[config.mk]
export PLATFORM = sky130hd
export DESIGN_NAME = ready_time_sorted_thread_queue_unit
export DESIGN_NICKNAME = d
export VERILOG_FILES = /design/src/rtl/core/rtsq_pkg.sv /design/src/rtl/core/rtsq_ctrl.sv /design/src/rtl/core/rtsq_datapath.sv /design/src/rtl/core/ready_time_sorted_thread_queue_unit.sv
export SDC_FILE = /design/constraint.sdc
export NUM_CORES = 2
export LEC_CHECK = 0
export BUFFER_PORTS_ARGS = -buffer_cell sky130_fd_sc_hd__buf_2
export CORE_MARGIN = 4
export CORE_UTILIZATION = 30
export CTS_BUF_LIST = sky130_fd_sc_hd__clkbuf_16
export CTS_CLUSTER_DIAMETER = 40
export CTS_CLUSTER_SIZE = 14
export DETAILED_ROUTE_END_ITERATION = 10
export PLACE_DENSITY_LB_ADDON = 0.15
export SYNTH_ARGS = -nofsm -noshare
export SYNTH_HDL_FRONTEND = slang
export SYNTH_SLANG_ARGS = --single-unit
[constraint.sdc]
create_clock -name clk -period 17.9 [get_ports clk]
set_clock_uncertainty 0.05 [all_clocks]
set_input_delay 2.685 -clock clk [delete_from_list [all_inputs] [get_ports clk]]
set_output_delay 2.685 -clock clk [all_outputs]
set_load 0.05 [all_outputs]
[src/rtl/core/rtsq_pkg.sv]
// ----------------------------------------------------------------------------
// rtsq_pkg
// Shared types and constants of the ready-time sorted thread queue.
// ----------------------------------------------------------------------------
package rtsq_pkg;

    localparam int DEPTH    = 16;
    localparam int IDX_W    = $clog2(DEPTH);
    localparam int CNT_W    = $clog2(DEPTH + 1);
    localparam int ID_W     = 8;
    localparam int TIME_W   = 32;
    localparam int FUNC_W   = 3;

    // Operation codes carried in the func field.
    typedef enum logic [FUNC_W-1:0] {
        FUNC_APPEND  = 3'd0,
        FUNC_INSERT  = 3'd1,
        FUNC_TAKE    = 3'd2,
        FUNC_RESTART = 3'd3,
        FUNC_ADVANCE = 3'd4
    } rtsq_func_t;

    localparam int IN_BITS  = FUNC_W + ID_W + TIME_W;
    localparam int IN_W     = ((IN_BITS + 7) / 8) * 8;
    localparam int OUT_BITS = 1 + ID_W + CNT_W + 1 + ID_W + 1 + ID_W + 1;
    localparam int OUT_W    = ((OUT_BITS + 7) / 8) * 8;

    // Input item, first field in the lowest bits.
    typedef struct packed {
        logic [IN_W-IN_BITS-1:0] pad;
        logic [TIME_W-1:0]       ready_time;
        logic [ID_W-1:0]         thread_id;
        logic [FUNC_W-1:0]       func;
    } rtsq_in_t;

    // Result item, first field in the lowest bits.
    typedef struct packed {
        logic [OUT_W-OUT_BITS-1:0] pad;
        logic                      overflow;
        logic [ID_W-1:0]           cursor_id;
        logic                      cursor_valid;
        logic [ID_W-1:0]           front_id;
        logic                      front_valid;
        logic [CNT_W-1:0]          entry_total;
        logic [ID_W-1:0]           taken_id;
        logic                      taken_valid;
    } rtsq_result_t;

    // Commands from the controller to the datapath.
    typedef struct packed {
        logic load;
        logic commit;
    } rtsq_cmd_t;

    // Status from the datapath to the controller.
    typedef struct packed {
        logic out_free;
    } rtsq_stat_t;

endpackage

[src/rtl/core/rtsq_ctrl.sv]
// ----------------------------------------------------------------------------
// rtsq_ctrl
// Controller: takes an item, then commits it once the result register is free.
// ----------------------------------------------------------------------------
module rtsq_ctrl
    import rtsq_pkg::*;
(
    input  logic      clk,
    input  logic      rst_n,
    input  logic      s_tvalid,
    output logic      s_tready,
    input  rtsq_stat_t stat,
    output rtsq_cmd_t cmd
);

    typedef enum logic {
        ST_IDLE,
        ST_EXEC
    } state_t;

    state_t state_reg;
    state_t state_next;

    always_comb
    begin
        s_tready   = (state_reg == ST_IDLE);
        cmd.load   = (state_reg == ST_IDLE) && s_tvalid;
        cmd.commit = (state_reg == ST_EXEC) && stat.out_free;
        state_next = state_reg;
        unique case (state_reg)
            ST_IDLE:
            begin
                if (s_tvalid)
                begin
                    state_next = ST_EXEC;
                end
            end
            ST_EXEC:
            begin
                if (stat.out_free)
                begin
                    state_next = ST_IDLE;
                end
            end
        endcase
    end

    always_ff @(posedge clk or negedge rst_n)
    begin
        if (!rst_n)
        begin
            state_reg <= ST_IDLE;
        end
        else
        begin
            state_reg <= state_next;
        end
    end

endmodule

[src/rtl/core/rtsq_datapath.sv]
// ----------------------------------------------------------------------------
// rtsq_datapath
// Slot shift register, key compare, cursor tracking and result register.
// ----------------------------------------------------------------------------
module rtsq_datapath
    import rtsq_pkg::*;
(
    input  logic             clk,
    input  logic             rst_n,
    input  rtsq_cmd_t        cmd,
    output rtsq_stat_t       stat,
    input  logic [IN_W-1:0]  s_tdata,
    output logic             m_tvalid,
    input  logic             m_tready,
    output logic [OUT_W-1:0] m_tdata
);

    logic [ID_W-1:0]   slot_ids_reg   [DEPTH];
    logic [TIME_W-1:0] slot_times_reg [DEPTH];
    logic [ID_W-1:0]   slot_ids_next  [DEPTH];
    logic [TIME_W-1:0] slot_times_next[DEPTH];

    logic [CNT_W-1:0]  occ_reg, occ_next;
    logic [IDX_W-1:0]  cur_pos_reg, cur_pos_next;
    logic              cur_live_reg, cur_live_next;

    logic [FUNC_W-1:0] func_reg;
    logic [ID_W-1:0]   id_reg;
    logic [TIME_W-1:0] time_reg;
    logic [DEPTH-1:0]  hit_reg, hit_next;

    logic              m_tvalid_reg;
    rtsq_result_t      res_reg, res_next;
    rtsq_in_t          in_item;

    logic [DEPTH-1:0]  at_or_after;
    logic [DEPTH-1:0]  before_prev;
    logic              run;
    logic [CNT_W-1:0]  adv_pos;

    assign in_item       = rtsq_in_t'(s_tdata);
    assign stat.out_free = !m_tvalid_reg || m_tready;
    assign m_tvalid      = m_tvalid_reg;
    assign m_tdata       = res_reg;

    // A slot is a candidate place for the new entry if it is empty, or for a
    // sorted insert if its time is equal or later. The first one wins.
    always_comb
    begin
        for (int i = 0; i < DEPTH; i++)
        begin
            hit_next[i] = (CNT_W'(i) >= occ_reg)
                       || ((in_item.func == FUNC_INSERT)
                           && (slot_times_reg[i] >= in_item.ready_time));
        end
    end

    always_comb
    begin
        run = 1'b0;
        for (int i = 0; i < DEPTH; i++)
        begin
            run            = run | hit_reg[i];
            at_or_after[i] = run;
        end
        before_prev = {at_or_after[DEPTH-2:0], 1'b0};
    end

    assign adv_pos = CNT_W'(cur_pos_reg) + CNT_W'(1);

    always_comb
    begin
        slot_ids_next   = slot_ids_reg;
        slot_times_next = slot_times_reg;
        occ_next        = occ_reg;
        cur_pos_next    = cur_pos_reg;
        cur_live_next   = cur_live_reg;
        res_next        = '0;

        unique case (func_reg)
            FUNC_APPEND, FUNC_INSERT:
            begin
                if (occ_reg == CNT_W'(DEPTH))
                begin
                    res_next.overflow = 1'b1;
                end
                else
                begin
                    if (at_or_after[0])
                    begin
                        slot_ids_next[0]   = id_reg;
                        slot_times_next[0] = time_reg;
                    end
                    for (int i = 1; i < DEPTH; i++)
                    begin
                        if (at_or_after[i] && !before_prev[i])
                        begin
                            slot_ids_next[i]   = id_reg;
                            slot_times_next[i] = time_reg;
                        end
                        else if (at_or_after[i])
                        begin
                            slot_ids_next[i]   = slot_ids_reg[i-1];
                            slot_times_next[i] = slot_times_reg[i-1];
                        end
                    end
                    occ_next = occ_reg + CNT_W'(1);
                    // The cursor always rests below the count, so it moves
                    // back only when the new entry lands at or before it.
                    if (cur_live_reg && at_or_after[cur_pos_reg])
                    begin
                        cur_pos_next = cur_pos_reg + IDX_W'(1);
                    end
                end
            end
            FUNC_TAKE:
            begin
                if (occ_reg != '0)
                begin
                    res_next.taken_valid = 1'b1;
                    res_next.taken_id    = slot_ids_reg[0];
                    for (int i = 0; i < DEPTH - 1; i++)
                    begin
                        slot_ids_next[i]   = slot_ids_reg[i+1];
                        slot_times_next[i] = slot_times_reg[i+1];
                    end
                    occ_next = occ_reg - CNT_W'(1);
                    if (cur_live_reg)
                    begin
                        if (cur_pos_reg == '0)
                        begin
                            cur_live_next = 1'b0;
                        end
                        else
                        begin
                            cur_pos_next = cur_pos_reg - IDX_W'(1);
                        end
                    end
                end
            end
            FUNC_RESTART:
            begin
                cur_pos_next  = '0;
                cur_live_next = (occ_reg != '0);
            end
            FUNC_ADVANCE:
            begin
                if (cur_live_reg)
                begin
                    if (adv_pos >= occ_reg)
                    begin
                        cur_live_next = 1'b0;
                    end
                    else
                    begin
                        cur_pos_next = adv_pos[IDX_W-1:0];
                    end
                end
            end
            default:
            begin
            end
        endcase

        if (!cur_live_next)
        begin
            cur_pos_next = '0;
        end

        res_next.entry_total  = occ_next;
        res_next.front_valid  = (occ_next != '0);
        res_next.front_id     = (occ_next != '0) ? slot_ids_next[0] : '0;
        res_next.cursor_valid = cur_live_next;
        res_next.cursor_id    = cur_live_next ? slot_ids_next[cur_pos_next] : '0;
    end

    always_ff @(posedge clk or negedge rst_n)
    begin
        if (!rst_n)
        begin
            occ_reg      <= '0;
            cur_pos_reg  <= '0;
            cur_live_reg <= 1'b0;
            m_tvalid_reg <= 1'b0;
        end
        else
        begin
            if (cmd.commit)
            begin
                occ_reg      <= occ_next;
                cur_pos_reg  <= cur_pos_next;
                cur_live_reg <= cur_live_next;
                m_tvalid_reg <= 1'b1;
            end
            else if (m_tready)
            begin
                m_tvalid_reg <= 1'b0;
            end
        end
    end

    always_ff @(posedge clk)
    begin
        if (cmd.load)
        begin
            func_reg <= in_item.func;
            id_reg   <= in_item.thread_id;
            time_reg <= in_item.ready_time;
            hit_reg  <= hit_next;
        end
        if (cmd.commit)
        begin
            slot_ids_reg   <= slot_ids_next;
            slot_times_reg <= slot_times_next;
            res_reg        <= res_next;
        end
    end

endmodule

[src/rtl/core/ready_time_sorted_thread_queue_unit.sv]
// ----------------------------------------------------------------------------
// ready_time_sorted_thread_queue_unit
// Bounded queue of thread ids ordered by ready time, with a read cursor.
// ----------------------------------------------------------------------------
// Each item is handled in a compare step and an update step: in the cycle it is
// accepted its ready time is compared against all sixteen stored times at once
// and the hits are registered; then the slot shift register, the count and the
// cursor are updated and the result is written to the output register. No new
// item is accepted until the last one is committed; if the previous result
// has not yet been taken, the update waits in place until the output register
// frees. Tied ready times are inserted ahead of existing entries.
module ready_time_sorted_thread_queue_unit
    import rtsq_pkg::*;
(
    input  logic             clk,
    input  logic             rst_n,
    input  logic             s_tvalid,
    output logic             s_tready,
    // func[2:0], thread_id[10:3], ready_time[42:11], zero pad
    input  logic [IN_W-1:0]  s_tdata,
    output logic             m_tvalid,
    input  logic             m_tready,
    // taken_valid[0], taken_id[8:1], entry_total[13:9], front_valid[14],
    // front_id[22:15], cursor_valid[23], cursor_id[31:24], overflow[32], pad
    output logic [OUT_W-1:0] m_tdata
);

    rtsq_cmd_t  cmd;
    rtsq_stat_t stat;

    rtsq_ctrl u_ctrl (
        .clk      (clk),
        .rst_n    (rst_n),
        .s_tvalid (s_tvalid),
        .s_tready (s_tready),
        .stat     (stat),
        .cmd      (cmd)
    );

    rtsq_datapath u_datapath (
        .clk      (clk),
        .rst_n    (rst_n),
        .cmd      (cmd),
        .stat     (stat),
        .s_tdata  (s_tdata),
        .m_tvalid (m_tvalid),
        .m_tready (m_tready),
        .m_tdata  (m_tdata)
    );

`ifndef NO_ASSERTIONS
    // Only one item is in hand at a time.
    a_one_in_flight: assert property (@(posedge clk) disable iff (!rst_n)
        (s_tvalid && s_tready) |=> !s_tready)
        else $error("item accepted while another is being processed");

    a_total_bound: assert property (@(posedge clk) disable iff (!rst_n)
        m_tvalid |-> (m_tdata[13:9] <= CNT_W'(DEPTH)))
        else $error("entry count beyond queue depth");

    a_front_matches_total: assert property (@(posedge clk) disable iff (!rst_n)
        m_tvalid |-> (m_tdata[14] == (m_tdata[13:9] != '0)))
        else $error("front valid disagrees with entry count");

    a_cursor_needs_entry: assert property (@(posedge clk) disable iff (!rst_n)
        (m_tvalid && m_tdata[23]) |-> m_tdata[14])
        else $error("cursor valid on an empty queue");
`endif

endmodule

; Word-level counts from Yosys, hierarchy flattened
; Index checks and enable logic that the tools add are counted.
[totals]
register_bits = 744
inputBits = 52
out_inout_bits = 42
word_cells = 321
[classes]
n_addsub = 5
order_cmp = 35
eq_ne = 23
n_mux = 99
bitwise_logic = 18
reduce_logical = 92
[ops]
columns = operator, n
row1 = $mux 32, 31
row2 = $pmux 480 s2, 1
row3 = $ge 32x32->1, 16
row4 = $mux 512, 1
row5 = $mux 480, 1
row6 = $mux 8, 34
row7 = $pmux 120 s2, 1
row8 = $mux 128, 1
row9 = $mux 120, 1
row10 = $reduce_and 5->1, 15
row11 = $ne 3x1->1 const B, 14
row12 = $ge 4x5->1 const A, 8
row13 = $logic_and 1x1->1, 34
row14 = $bmux 8 s4, 1
row15 = $mux 4, 8
row16 = $ge 3x5->1 const A, 4
row17 = $logic_or 1x1->1, 17
row18 = $logic_not 1->1, 16
row19 = $pmux 4 s4, 1
row20 = $or 1x1->1, 15
row21 = $mux 1, 12
row22 = $ge 1x5->1 const A, 2
row23 = $ge 2x5->1 const A, 2
row24 = $mux 5, 2
row25 = 27 further kinds, 34

; Depth between registers and ports, before layout
[depth]
ltp_word = 26
depth_mapped = 17
ltp_nobuf = 14

; Cells and area by module
; From an unflattened synthesis, not the netlist that was laid out.
[hier_totals]
hier_cells = 4879
area_unflattened_um2 = 50377.1
[modules_own_cells]
columns = mod, instances, cells_each, area_each_um2, seq_area_each_um2
row1 = rtsq_datapath, 1, 4873, 50323.3, 22256.3
row2 = rtsq_ctrl, 1, 6, 53.8, 25.0

; Worst setup path after synthesis
; No wires, ideal clock.
[synth_timing]
path_kind = input to register
startpoint = input m_tready
endpoint = register u_datapath.slot_times_reg[352] (netlist name) (enable)
setup_ns = 0.658
t_arrival_ns = 9.009
required_ns = 17.192
setup_slack_ns = 8.183
stages = 7
path_buffers = 0
cell_sequence = nand2b_1 nand2_1 clkinv_1 nand2_1 a21oi_1 a21oi_1 o21ai_0
[synth_rtl]
columns = item, line_no
row1 = "start, declared", ready_time_sorted_thread_queue_unit.sv:22  ; input logic m_tready,
row2 = "end signal, assigned", rtsq_datapath.sv:214  ; slot_times_reg <= slot_times_next;
row3 = "end, declared", rtsq_datapath.sv:19  ; logic [TIME_W-1:0] slot_times_reg [DEPTH];

; Worst setup path in the final report
[layout_timing]
startpoint = register u_datapath.occ_reg[0]
endpoint = register u_datapath.res_reg, in the netlist u_datapath.m_tdata[31], data pin
[layout_via]
elab_chain_cells = 9
elab_cells_between_ends = 21
classes_between = 1 x order compare / 1 x eq/ne / 17 x mux / 1 x bitwise / 1 x reduce/logical
[layout_lines]
columns = item, line_no
row1 = "start, declared", rtsq_datapath.sv:23  ; logic [CNT_W-1:0] occ_reg, occ_next;
row2 = "start signal, assigned", rtsq_datapath.sv:190  ; occ_reg <= occ_next;
row3 = $ge 5x5->1, rtsq_datapath.sv:150  ; if (adv_pos >= occ_reg)
row4 = $mux 4 or $mux 1 (tied branches), rtsq_datapath.sv:150
row5 = $mux 4 or $mux 1 (tied branches), rtsq_datapath.sv:148  ; if (cur_live_reg)
row6 = $pmux 4 s4 or $pmux 1 s3 (tied branches), rtsq_datapath.sv:80  ; unique case (func_reg)
row7 = $mux 4, rtsq_datapath.sv:165  ; if (!cur_live_next)
row8 = $not 4->5 (not written as such), rtsq_datapath.sv:174  ; res_next.cursor_id = cur_live_next ? slot_ids_next[cur_pos_next] : '0;
row9 = $bmux 8 s4, rtsq_datapath.sv:174
row10 = $mux 8 (not written as such) (2 in a row), rtsq_datapath.sv:174
row11 = "end signal, assigned", rtsq_datapath.sv:215  ; res_reg <= res_next;
row12 = "end, declared", rtsq_datapath.sv:33  ; rtsq_result_t res_reg, res_next;
; Parallel ways exist; a longest one is shown, timed or not. The select of a mux whose other input is x is not followed.
; A chain may end at the register's enable or synchronous reset.

==> flow_summary.json <==
{
  "ir_drop_mv": 0.109,
  "cp.arrival_ps": 6370,
  "wl_mm": 179,
  "syn_inst": 4957,
  "start_util": 0.302,
  "clock_latency_ps": 790,
  "largest_reg_flops": 512,
  "drtIter0Drc": 2883,
  "finalSetupViolations": 0,
  "worst_pin_slew_ps": 1200,
  "die_width_um": 419,
  "yosys_warnings": 0,
  "synth_area_mm2": 0.0506,
  "r2r-end": "u_datapath.m_tdata[31]",
  "die_h_um": 419,
  "ys_seq_elements": 744,
  "hold_start": "u_datapath.slot_times_reg[2]",
  "io_buffers": 81,
  "ys.flop_type": "edfxtp_1",
  "slew_headroom": 0.188,
  "antenna_found_initial": 4,
  "cts-root-buf": "clkbuf_16",
  "post-dp-hpwl_mm": 120,
  "rr_startpoint": "u_datapath.occ_reg[0]",
  "grt_pass1_wl_mm": 266,
  "grt.busiest_layer": "met2",
  "min_period_ps": 5890,
  "report.final.hold_viol_count": 0,
  "detail_route.wl_per_cell_um": 24.4,
  "numClockSinks": 744,
  "ant_nets": 0,
  "grt_pass1_vias": 40300,
  "clock.fmax_mhz": 170,
  "grt-ovfl-total": 0,
  "synthArstFlopShare": 0.0161,
  "ys_seq_area_frac": 0.440,
  "pin_count": 94,
  "first_pass_iters": 5,
  "startpoint_type": "flop",
  "crit_family": "compound AO/OA/AOI/OAI gates",
  "rsz0062_at_grt": "false",
  "fp-row-count": 150,
  "grtUsageMet1": 0.261,
  "cpMaxStageDelayCell": "buf_4",
  "register_area_mm2": 0.0223,
  "drc_errors": 0,
  "end_kind": "flop",
  "vias": 39900,
  "die_area_mm2": 0.175,
  "numCtsBuffers": 172,
  "ff2ff_setup_slack_ps": 12010,
  "multi_input_area_mm2": 0.0271,
  "p_per_area_mw_per_mm2": 157,
  "hold_slack_ps": 504,
  "met3_usage": 0.0297,
  "routabilityCongestion": 0.848,
  "crit_buf_inv": 3,
  "post_cts_buffers": 0,
  "post_synth.cell_area_avg_um2": 10.2,
  "worstPathCellList": "inv_1 -> ha_1 -> or4b_4 -> nand2_2 -> inv_4 -> and3_1 -> o32ai_2 -> o211a_1 -> nor2_4 -> buf_4 -> o211ai_1 -> a32oi_1 -> a22oi_1 -> o221ai_1",
  "fillerInstances": 16800,
  "status": "complete, no violations",
  "hold_end": "u_datapath.slot_times_reg[34]",
  "synthToLayoutAreaGrowth_pct": 17.2,
  "maxCapViolCount": 0,
  "cp.required_ps": 18380,
  "coreArea_mm2": 0.167,
  "period_share": 0.329,
  "cts_tree": "done",
  "p_leak_nw": 24.8,
  "cp_max_fo": 56,
  "cts_max_path_buffers": 3,
  "cts_max_level": 4,
  "gr-usage-met2": 0.337,
  "critical_path_class": "flop to flop",
  "setup-tns-final_ps": 0,
  "synth_edf_count": 732,
  "grt_usage": 0.199,
  "slew_violations": 0,
  "whs_path_depth": 2,
  "vias_per_cell": 5.43,
  "r2r_cells": 14,
  "clk_pin_slew_ps": 50,
  "hold_path_class": "flop to flop",
  "final_nets": 5569,
  "ctsResizeCount": 0,
  "yosysUniqueCellTypes": 89,
  "drive_above_1_share": 0.110,
  "slowest_delay_ps": 690,
  "hold_buffers": 0,
  "grt_max_degree": 187
}
-- worst min-delay path, delay by kind of cell (launching register included) --
family,cells,cell delay [ps]
AND/OR/NAND/NOR,1,50
AO/OA/AOI/OAI,1,60
flip-flops,1,340
-- cell usage in the layout, fill, tap and decap left out, drive strengths merged, types with 29 or more instances in the layout --
master,count
a21oi,303
clkbuf,178
o22ai,31
nor2,213
ha,524
nor2b,41
nand2,637
nand4,81
a21o,199
nor3,36
buf,184
a22o,37
mux2i,515
inv,107
mux2,44
o21ai,702
nand2b,56
nand3b,29
a22oi,64
clkinv,72
edfxtp,732
nand3,33
-- synth_stat cells, types with 37 or more instances --
cell type | number | area share
a22o_1 | 37 | 0.0064
inv_1 | 73 | 0.0054
nand2b_1 | 56 | 0.0069
mux2_2 | 44 | 0.0098
nor2b_1 | 41 | 0.0051
nand2_1 | 635 | 0.047
a21oi_1 | 303 | 0.030
mux2i_1 | 515 | 0.10
edfxtp_1 | 732 | 0.43
a21o_1 | 199 | 0.030
clkbuf_1 | 237 | 0.018
buf_1 | 52 | 0.0039
o21ai_0 | 688 | 0.068
a22oi_1 | 64 | 0.0095
nand4_1 | 80 | 0.0099
nor2_1 | 212 | 0.016
ha_1 | 524 | 0.13
-- where the power goes --
part / switching, mW / internal (mW) / leakage, nW
combinational: 1.98 / 1.00 / 15.0
clock: 1.07 / 2.03 / 2.83
sequential: 0.530 / 2.70 / 6.98
-- routing by layer --
metal | wire length (µm) | share of wire | vias to the layer above
met1 | 79900 | 0.45 | 19700
met5 | 0 | 0 | -
li1 | - | - | 18900
met4 | 5340 | 0.030 | 0
met3 | 7880 | 0.044 | 277
met2 | 86000 | 0.48 | 992
-- through the flow --
step           instances   util  total power, mW  setup WS (ps)  area [µm²]
3_3_place_gp        7023  0.320             6.20          11120       53600
4_1_cts             7339  0.354             9.39          11980       59300
3_5_place_dp        7023  0.320             6.24          11130       53600
2_1_floorplan       4963      -             5.06           8180       50600
6_report            7342  0.354             9.31          12010       59300
5_1_grt             7339  0.354             9.85          11790       59300
-- cell families after synthesis --
group / Yosys count / share of synthesized area
xor+xnor: 6 / 0.00104
compound gates: 1504 / 0.176
buf+inv: 404 / 0.0315
other cells: 1 / 0.0000741
flops: 744 / 0.440
mux: 559 / 0.112
simple gates: 1215 / 0.109
fa+ha+maj: 524 / 0.130
-- worst max-delay path by stage --
stage,from,end,slack [ps],cells past startpoint
after floorplan,m_tready,u_datapath.slot_times_reg[352],8180,7
after global placement,s_tdata[12],u_datapath.hit_reg[3],11120,12
after detailed placement,s_tdata[12],u_datapath.hit_reg[3],11130,12
after CTS,s_tdata[12],u_datapath.hit_reg[3],11980,12
after global routing,u_datapath.occ_reg[0],u_datapath.m_tdata[31],11790,14
final,u_datapath.occ_reg[0],u_datapath.m_tdata[31],12010,14
-- final cells by class --
class | count | area share
clock buffer | 178 | 0.0751
clock inverter | 138 | 0.0207
inverter | 76 | 0.00494
sequential | 744 | 0.376
tap | 2204 | 0.0465
antenna | 3 | 0.000127
timing repair buffer | 184 | 0.0203
multi-input combinational | 3815 | 0.457
(Power assumes the default switching activity.)
